$ cat config.mk
export PLATFORM = sky130hd
export DESIGN_NAME = least_laxity_job_scheduler_top
export DESIGN_NICKNAME = d
export VERILOG_FILES = /design/src/sv/llsch_pkg.sv /design/src/sv/llsch_ctrl.sv /design/src/sv/llsch_dpath.sv /design/src/sv/least_laxity_job_scheduler_top.sv
export SDC_FILE = /design/constraint.sdc
export NUM_CORES = 2
export LEC_CHECK = 0
export ABC_CLOCK_PERIOD_IN_PS = 9200
export BUFFER_PORTS_ARGS = -buffer_cell sky130_fd_sc_hd__buf_2
export CAP_MARGIN = 30
export CORE_MARGIN = 4
export CORE_UTILIZATION = 65
export CTS_BUF_LIST = sky130_fd_sc_hd__clkbuf_8
export DETAILED_ROUTE_END_ITERATION = 8
export GPL_ROUTABILITY_DRIVEN = 0
export HOLD_SLACK_MARGIN = 0.1
export PLACE_DENSITY = 0.88
export SYNTH_ARGS = -nofsm -noshare
export SYNTH_HDL_FRONTEND = slang
export SYNTH_SLANG_ARGS = --single-unit
export TNS_END_PERCENT = 100
$ cat constraint.sdc
create_clock -name clk -period 9.2 [get_ports clk]
set_input_delay 2.3 -clock clk [delete_from_list [all_inputs] [get_ports clk]]
set_output_delay 2.3 -clock clk [all_outputs]
set_load 0.05 [all_outputs]
$ cat src/sv/llsch_pkg.sv
// Shared types, sizes and codes for the least-laxity job scheduler.
// Used by the controller, the datapath and the top level; depends on nothing.
package llsch_pkg;

  localparam int MAX_JOBS    = 64;
  localparam int MAX_WORKERS = 255;
  localparam int TIME_BITS   = 16;

  localparam int SLOT_W = $clog2(MAX_JOBS);
  localparam int CNT_W  = $clog2(MAX_JOBS + 1);
  localparam int WRK_W  = $clog2(MAX_WORKERS + 1);
  localparam int DL_W   = 16;
  localparam int MEM_W  = 2 * DL_W;
  // key = deadline - remaining, wide enough to compare against the tick time
  localparam int CMP_W  = (TIME_BITS + 1 > DL_W + 1) ? TIME_BITS + 1 : DL_W + 1;

  localparam logic [1:0] FN_ARRIVE = 2'd0;
  localparam logic [1:0] FN_JOIN   = 2'd1;
  localparam logic [1:0] FN_LEAVE  = 2'd2;
  localparam logic [1:0] FN_TICK   = 2'd3;

  localparam logic [2:0] ST_ACCEPT  = 3'd0;
  localparam logic [2:0] ST_REJECT  = 3'd1;
  localparam logic [2:0] ST_PENDING = 3'd2;
  localparam logic [2:0] ST_EMPTY   = 3'd3;
  localparam logic [2:0] ST_MISS    = 3'd4;

  typedef struct packed {
    logic [1:0]  func;
    logic [5:0]  job_id;
    logic [15:0] deadline;
    logic [15:0] work;
  } in_word_t;

  typedef struct packed {
    logic [2:0]  status;
    logic [15:0] now;
    logic [6:0]  served;
    logic [6:0]  pending;
  } out_word_t;

  typedef enum logic [2:0] {
    S_IDLE,
    S_SCAN,
    S_DRAIN,
    S_SERVE,
    S_MISS,
    S_MDRAIN,
    S_FIN
  } state_t;

  typedef struct packed {
    logic simple_op;   // arrive, join or leave, done at the accept edge
    logic tick_init;
    logic scan_issue;
    logic serve;
    logic miss_issue;
    logic finish;
  } cmd_t;

  typedef struct packed {
    logic no_workers;
    logic addr_last;
    logic found;
    logic more_workers;
  } stat_t;

endpackage

$ cat src/sv/llsch_ctrl.sv
// Sequencer for the scheduler: accepts words and steps a tick through its scans.
// Depends on llsch_pkg; drives the datapath by cmd_t and reads stat_t back.
module llsch_ctrl (
  input  logic              clk,
  input  logic              rst_n,
  input  logic              start,
  input  logic [1:0]        func,
  input  llsch_pkg::stat_t  stat,
  output logic              busy,
  output llsch_pkg::cmd_t   cmd
);
  import llsch_pkg::*;

  state_t state_r, state_nxt;
  logic   accept;

  assign accept = start && (state_r == S_IDLE);

  always_ff @(posedge clk) begin
    if (!rst_n) begin
      state_r <= S_IDLE;
    end else begin
      state_r <= state_nxt;
    end
  end

  always_comb begin
    state_nxt = state_r;
    unique case (state_r)
      S_IDLE: begin
        if (accept && func == FN_TICK) begin
          state_nxt = stat.no_workers ? S_MISS : S_SCAN;
        end
      end
      S_SCAN: begin
        if (stat.addr_last) begin
          state_nxt = S_DRAIN;
        end
      end
      S_DRAIN:  state_nxt = S_SERVE;
      S_SERVE: begin
        // another pass only if this one found a job and workers remain
        state_nxt = (stat.found && stat.more_workers) ? S_SCAN : S_MISS;
      end
      S_MISS: begin
        if (stat.addr_last) begin
          state_nxt = S_MDRAIN;
        end
      end
      S_MDRAIN: state_nxt = S_FIN;
      S_FIN:    state_nxt = S_IDLE;
      default:  state_nxt = S_IDLE;
    endcase
  end

  always_comb begin
    cmd            = '0;
    busy           = (state_r != S_IDLE);
    cmd.simple_op  = accept && (func != FN_TICK);
    cmd.tick_init  = accept && (func == FN_TICK);
    cmd.scan_issue = (state_r == S_SCAN);
    cmd.serve      = (state_r == S_SERVE);
    cmd.miss_issue = (state_r == S_MISS);
    cmd.finish     = (state_r == S_FIN);
  end

endmodule

$ cat src/sv/llsch_dpath.sv
// Datapath: job memory, valid and served bits, minimum-key compare, counters.
// Depends on llsch_pkg; sequenced by llsch_ctrl through cmd_t.
module llsch_dpath (
  input  logic                 clk,
  input  logic                 rst_n,
  input  llsch_pkg::cmd_t      cmd,
  input  llsch_pkg::in_word_t  in_word,
  output llsch_pkg::stat_t     stat,
  output logic                 out_strobe,
  output llsch_pkg::out_word_t out_word
);
  import llsch_pkg::*;

  // job memory: {deadline, remaining} per slot
  logic [MEM_W-1:0]     mem [MAX_JOBS];
  logic [MEM_W-1:0]     rd_data_r;

  logic [MAX_JOBS-1:0]  valid_r;
  logic [MAX_JOBS-1:0]  srv_r;
  logic [CNT_W-1:0]     pending_r;
  logic [CNT_W-1:0]     nsrv_r;
  logic [WRK_W-1:0]     workers_r;
  logic [TIME_BITS-1:0] tick_r;
  logic                 missed_r;

  logic [SLOT_W-1:0]    addr_r;
  logic                 cmp_vld_r;
  logic                 cmp_miss_r;
  logic [SLOT_W-1:0]    cmp_slot_r;

  logic                 found_r;
  logic [SLOT_W-1:0]    best_r;
  logic signed [CMP_W-1:0] bkey_r;
  logic [DL_W-1:0]      best_dl_r;
  logic [DL_W-1:0]      best_rem_r;

  logic                 out_strobe_r;
  out_word_t            out_word_r;

  logic [SLOT_W-1:0]    arr_slot;
  logic                 arr_ok;
  logic                 is_arrive;
  logic [CNT_W-1:0]     pending_nxt;
  logic                 mem_we;
  logic [SLOT_W-1:0]    mem_wa;
  logic [MEM_W-1:0]     mem_wd;
  logic [DL_W-1:0]      cmp_dl;
  logic [DL_W-1:0]      cmp_rem;
  logic signed [CMP_W-1:0] cmp_key;
  logic signed [CMP_W-1:0] tick_key;
  logic                 elig;
  logic                 miss_hit;
  logic [15:0]          now_cap;
  logic                 srv_write;

  assign arr_slot  = SLOT_W'(in_word.job_id);
  assign is_arrive = (in_word.func == FN_ARRIVE);
  assign arr_ok    = is_arrive && (32'(in_word.job_id) < MAX_JOBS) &&
                     (in_word.work != '0) && !valid_r[arr_slot];
  assign pending_nxt = arr_ok ? pending_r + CNT_W'(1) : pending_r;

  assign srv_write = cmd.serve && found_r;
  assign mem_we    = (cmd.simple_op && arr_ok) || srv_write;
  assign mem_wa    = srv_write ? best_r : arr_slot;
  assign mem_wd    = srv_write ? {best_dl_r, best_rem_r - DL_W'(1)}
                               : {in_word.deadline, in_word.work};

  always_ff @(posedge clk) begin
    if (mem_we) begin
      mem[mem_wa] <= mem_wd;
    end
    if (cmd.scan_issue || cmd.miss_issue) begin
      rd_data_r <= mem[addr_r];
    end
  end

  assign cmp_dl   = rd_data_r[MEM_W-1 -: DL_W];
  assign cmp_rem  = rd_data_r[DL_W-1:0];
  assign cmp_key  = signed'(CMP_W'(cmp_dl)) - signed'(CMP_W'(cmp_rem));
  assign tick_key = signed'(CMP_W'(tick_r));
  assign elig     = cmp_vld_r && !cmp_miss_r && valid_r[cmp_slot_r] &&
                    !srv_r[cmp_slot_r];
  assign miss_hit = cmp_vld_r && cmp_miss_r && valid_r[cmp_slot_r] &&
                    (cmp_key <= tick_key);

  assign now_cap = (32'(tick_r) > 32'hFFFF) ? 16'hFFFF : 16'(tick_r);

  // scan address and compare pipeline
  always_ff @(posedge clk) begin
    if (!rst_n) begin
      addr_r    <= '0;
      cmp_vld_r <= 1'b0;
      found_r   <= 1'b0;
      nsrv_r    <= '0;
    end else begin
      cmp_vld_r <= cmd.scan_issue || cmd.miss_issue;
      if (cmd.tick_init || cmd.serve) begin
        addr_r  <= '0;
        found_r <= 1'b0;
      end else if (cmd.scan_issue || cmd.miss_issue) begin
        addr_r <= addr_r + SLOT_W'(1);
      end
      if (elig && (!found_r || cmp_key < bkey_r)) begin
        found_r <= 1'b1;
      end
      if (cmd.tick_init) begin
        nsrv_r <= '0;
      end else if (srv_write) begin
        nsrv_r <= nsrv_r + CNT_W'(1);
      end
    end
  end

  always_ff @(posedge clk) begin
    cmp_miss_r <= cmd.miss_issue;
    cmp_slot_r <= addr_r;
    // strict compare in slot order keeps ties on the lower slot
    if (elig && (!found_r || cmp_key < bkey_r)) begin
      best_r     <= cmp_slot_r;
      bkey_r     <= cmp_key;
      best_dl_r  <= cmp_dl;
      best_rem_r <= cmp_rem;
    end
  end

  // job table bits and scheduler state
  always_ff @(posedge clk) begin
    if (!rst_n) begin
      valid_r   <= '0;
      srv_r     <= '0;
      pending_r <= '0;
      workers_r <= '0;
      tick_r    <= '0;
      missed_r  <= 1'b0;
    end else begin
      if (cmd.simple_op) begin
        pending_r <= pending_nxt;
        if (arr_ok) begin
          valid_r[arr_slot] <= 1'b1;
        end
        if (in_word.func == FN_JOIN && 32'(workers_r) < MAX_WORKERS) begin
          workers_r <= workers_r + WRK_W'(1);
        end
        if (in_word.func == FN_LEAVE && workers_r != '0) begin
          workers_r <= workers_r - WRK_W'(1);
        end
      end
      if (srv_write) begin
        srv_r[best_r] <= 1'b1;
        // free the slot when its last unit of work is done
        if (best_rem_r == DL_W'(1)) begin
          valid_r[best_r] <= 1'b0;
          pending_r       <= pending_r - CNT_W'(1);
        end
      end
      if (miss_hit) begin
        missed_r <= 1'b1;
      end
      if (cmd.finish) begin
        srv_r <= '0;
        if (tick_r != '1) begin
          tick_r <= tick_r + TIME_BITS'(1);
        end
      end
    end
  end

  // result word
  always_ff @(posedge clk) begin
    if (!rst_n) begin
      out_strobe_r <= 1'b0;
    end else begin
      out_strobe_r <= cmd.simple_op || cmd.finish;
    end
  end

  always_ff @(posedge clk) begin
    if (cmd.simple_op) begin
      out_word_r.status  <= (is_arrive && !arr_ok) ? ST_REJECT : ST_ACCEPT;
      out_word_r.now     <= now_cap;
      out_word_r.served  <= '0;
      out_word_r.pending <= 7'(pending_nxt);
    end else if (cmd.finish) begin
      priority if (missed_r) begin
        out_word_r.status <= ST_MISS;
      end else if (pending_r == '0) begin
        out_word_r.status <= ST_EMPTY;
      end else begin
        out_word_r.status <= ST_PENDING;
      end
      out_word_r.now     <= now_cap;
      out_word_r.served  <= 7'(nsrv_r);
      out_word_r.pending <= 7'(pending_r);
    end
  end

  assign out_strobe = out_strobe_r;
  assign out_word   = out_word_r;

  always_comb begin
    stat              = '0;
    stat.no_workers   = (workers_r == '0);
    stat.addr_last    = (addr_r == SLOT_W'(MAX_JOBS - 1));
    stat.found        = found_r;
    stat.more_workers = (32'(nsrv_r) + 32'd1 < 32'(workers_r));
  end

endmodule

$ cat src/sv/least_laxity_job_scheduler_top.sv
// Top level of the least-laxity job scheduler: controller plus datapath.
// Depends on llsch_pkg, llsch_ctrl and llsch_dpath.
//
// A word is taken when start is high and busy is low; every word gives
// exactly one result word, shown on out_word for one cycle under out_strobe,
// and the receiver cannot stall it. Arrive, join and leave words finish at
// the accept edge: busy stays low and the result appears on the next cycle.
// A tick runs one pass over the job table for each job it serves, plus one
// pass that comes up empty when jobs run out before workers, plus a final
// deadline-miss pass; each pass reads every slot in turn through the single
// read port of the job memory, busy stays high for the whole tick, and its
// result shows in the same cycle that busy drops.
module least_laxity_job_scheduler_top (
  input  logic                 clk,
  input  logic                 rst_n,
  input  logic                 start,
  output logic                 busy,
  input  llsch_pkg::in_word_t  in_word,
  output logic                 out_strobe,
  output llsch_pkg::out_word_t out_word
);
  import llsch_pkg::*;

  cmd_t  cmd;
  stat_t stat;

  llsch_ctrl u_ctrl (
    .clk   (clk),
    .rst_n (rst_n),
    .start (start),
    .func  (in_word.func),
    .stat  (stat),
    .busy  (busy),
    .cmd   (cmd)
  );

  llsch_dpath u_dpath (
    .clk        (clk),
    .rst_n      (rst_n),
    .cmd        (cmd),
    .in_word    (in_word),
    .stat       (stat),
    .out_strobe (out_strobe),
    .out_word   (out_word)
  );

`ifndef SYNTH
  // a result never shows while a tick is still in progress
  a_no_result_when_busy: assert property (@(posedge clk) disable iff (!rst_n)
    out_strobe |-> !busy)
    else $error("result strobe while busy");

  // arrive, join and leave answer on the very next cycle
  a_simple_answers: assert property (@(posedge clk) disable iff (!rst_n)
    (start && !busy && in_word.func != FN_TICK) |=> out_strobe)
    else $error("missing result for non-tick word");

  // only ticks serve jobs
  a_served_only_on_tick: assert property (@(posedge clk) disable iff (!rst_n)
    (out_strobe && (out_word.status == ST_ACCEPT || out_word.status == ST_REJECT))
      |-> out_word.served == '0)
    else $error("served count on non-tick result");

  // the pending count never exceeds the table size
  a_pending_in_range: assert property (@(posedge clk) disable iff (!rst_n)
    out_strobe |-> 32'(out_word.pending) <= MAX_JOBS)
    else $error("pending count beyond table size");
`endif

endmodule
==> impl_metrics.tcl <==
set metrics [dict create \
    status "complete, no violations" \
    cts-buffers-inserted 367 \
    insertion_delay_ps 1070 \
    initial_utilization_pct 65.6 \
    antenna_found_initial 21 \
    syn-num-nets 4668 \
    leakagePower_nw 32.4 \
    async_flop_share_pct 0 \
    wl_per_cell_um 36.5 \
    final-seq-area_um2 68800 \
    critPathBufInv 4 \
    synth_top_area_share_pct 69.6 \
    routed_wl_um 258000 \
    critPathArrivalTime_ps 6490 \
    cp_max_fo 42 \
    hold_path.class "reg -> reg" \
    die_h_um 387 \
    grt_pass1_vias 51300 \
    worstSetupStartpointType "input port" \
    maxCapViolations 0 \
    n_fill_cell 7219 \
    crit_path_end_kind "flop" \
    grt_pass1_wl_um 366000 \
    cts-resized-gates 0 \
    port_buffers 77 \
    avgSynthCellArea_um2 20.5 \
    via_count 51500 \
    clock-sinks 2354 \
    whs_ps 460 \
    cts_max_level 5 \
    synth_area_leaders "edfxtp_1 (70%), mux4_2 (17%), dfxtp_1 (4.1%)" \
    num_io_pins 78 \
    grt-ovfl-total 0 \
    post-route-util_pct 73.4 \
    synth_ff_type "edfxtp_1" \
    powerDensity_nw_per_um2 212 \
    path_cells "buf_2 -> inv_1 -> a31o_2 -> a211oi_1 -> o211ai_1 -> nor4_4 -> a22oi_1 -> buf_4 -> nor3_2 -> buf_4" \
    finalHoldViolations 0 \
    yosysTopAreaCell "edfxtp_1" \
    syn_inst 4555 \
    timing.final.max_slew_violations 0 \
    cts_tree "yes" \
    vdd_drop_max_mv 0.179 \
    max_slew.worst_pin.slew_ps 1230 \
    skew_ps 77.2 \
    finalSetupViolCount 0 \
    rsz0062_at_grt "false" \
    synth_cell_types 73 \
    maxSlewHeadroom_pct 18.0 \
    route.detailed.drc 0 \
    clk_pin_slew_ps 60 \
    multi_input_area_um2 23800 \
    slowest_stage "nor4_4" \
    postCtsSetupBuffers 0 \
    post_dp_cell_area_um2 97500 \
    cp_top_family "buffers and inverters" \
    ys.warnings.count 0 \
    grt_max_degree 161 \
    ys_ff_latch 2354 \
    dp_hpwl_um 161000 \
    layout_min_cycle_time_ps 5840 \
    avgViaCountPerCell 7.26 \
    ant_nets 0 \
    drt_iter0_drc 8184 \
    clock_path_buffers 4 \
    coreArea_um2 142000 \
    hold_buffers 0 \
    cp_common_cell "buf_4" \
    crit_type "in -> reg" \
    grt.total_usage_pct 34.3 \
    slowest_delay_ps 760 \
    first_pass_iters 9 \
    fin_tns_setup_ps 0 \
    rows 138 \
    die_w_um 387 \
    clock_tree.root_cell "clkbuf_8" \
    area.growth.synth_to_final_pct 11.8 \
    synth_edf_count 2161 \
    fmax_ghz 0.171 \
    min_period_over_period_pct 63.5 \
    layout-drive-gt1-share_pct 29.6 \
    synth_area_um2 93200 \
    design_area_um2 104000 \
    final_nets 5042 \
    required_ps 9850 \
    synth_seq_area_share_pct 73.8 \
    die_area_um2 149000 \
]
power breakdown:
part	internal [mW]	switching [mW]
combinational	0.948	1.29
sequential	11.7	0.0753
clock	4.07	3.97
total	16.8	5.34
per-layer routing:
layer	track usage [%]	vias up	part of all wire, %
met5	0	-	0.049
li1	-	19700	-
met3	8.86	1073	12
met1	42.5	26000	31
met2	56.1	4671	50
met4	18.7	18	7.2
sequential cells by signal, summed over array words and instances (netlist names), 7 cells and up:
name                count
u_dpath.now_cap        16
u_dpath.pending_r       7
u_dpath.workers_r       8
u_dpath.nsrv_r          7
u_dpath.valid_r        64
u_dpath.rd_data_r      32
u_dpath.srv_r          64
u_dpath.bkey_r         17
u_dpath.mem          2048
u_dpath.best_rem_r     16
u_dpath.best_dl_r      16
u_dpath.out_word       33
stage by stage:
step	total power, mW	setup WS (ps)	cells
6_report	22.1	3360	7087
5_1_grt	22.8	3110	7078
4_1_cts	22.1	3520	7064
3_5_place_dp	14.3	2440	6438
3_3_place_gp	14.1	2410	6403
2_1_floorplan	13.5	2070	4555
cell families after synthesis:
logic type / synth area share, %
AO/OA/AOI/OAI: 2.82
XOR/XNOR: 0.526
adder cells (fa/ha/maj): 0.956
buffers and inverters: 1.43
flip-flops: 73.8
multiplexers: 17.7
AND/OR/NAND/NOR: 2.80
synthesized netlist by cell type (all sizes together), types with 12 or more instances:
master / instances
inv: 97
dfxtp: 193
a31oi: 18
nand3: 25
nor2b: 14
mux4: 713
nor3: 76
nor4: 20
a211oi: 55
a221oi: 15
a21oi: 125
a41oi: 32
nand2b: 12
nand4: 14
nand2: 144
buf: 75
clkbuf: 174
ha: 68
nor2: 203
xor2: 14
o21ai: 79
mux2i: 31
edfxtp: 2161
o21a: 12
xnor2: 42
worst paths after layout:
kind,start,endpoint,slack (ps),cells after the start
worst max register to register,u_dpath.rd_data_r[16],u_dpath.best_r[4],3670,17
worst max-delay path,in_word[34],u_dpath.mem[6][5],3360,10
worst min-delay path,u_dpath.out_word[12],u_dpath.out_word[12],460,2
worst min register to register,u_dpath.out_word[12],u_dpath.out_word[12],460,2
worst min-delay path: cells and delay by family, from the launching register on:
kind | cells | cell delay, ps
AND/OR/NAND/NOR | 1 | 50
flip-flops | 1 | 310
AO/OA/AOI/OAI | 1 | 60
cell usage in the layout (no fill, tap or decap), types with 10 or more instances in the layout:
cell type,n
clkinv_1,93
a211oi_1,55
edfxtp_1,2161
nor2_1,161
nand3_1,25
o21a_1,12
nand2_1,141
o21ai_4,14
diode_2,11
mux4_2,713
a221oi_1,15
nor4_1,19
xnor2_1,42
xor2_1,14
buf_2,79
inv_1,190
nor3_2,27
nor2_4,41
nor3_1,47
a21oi_1,123
mux2i_1,30
a41oi_1,32
nor2b_1,14
a31oi_1,14
o21ai_0,63
dfxtp_1,187
nand4_1,14
or3_1,10
nand2b_1,12
buf_4,125
ha_1,68
clkinv_2,47
clkbuf_8,381
buf_16,15
buf_12,30
cell type report:
class | count | area share (%)
flip-flops and latches | 2354 | 66.0
multi-input cells | 1850 | 22.8
clock buffers | 381 | 5.03
repair buffers | 254 | 2.31
well taps | 1890 | 2.27
clock inverters | 245 | 1.20
inverters | 102 | 0.367
diodes | 11 | 0.0264
Power figures use the tool's default switching activity.
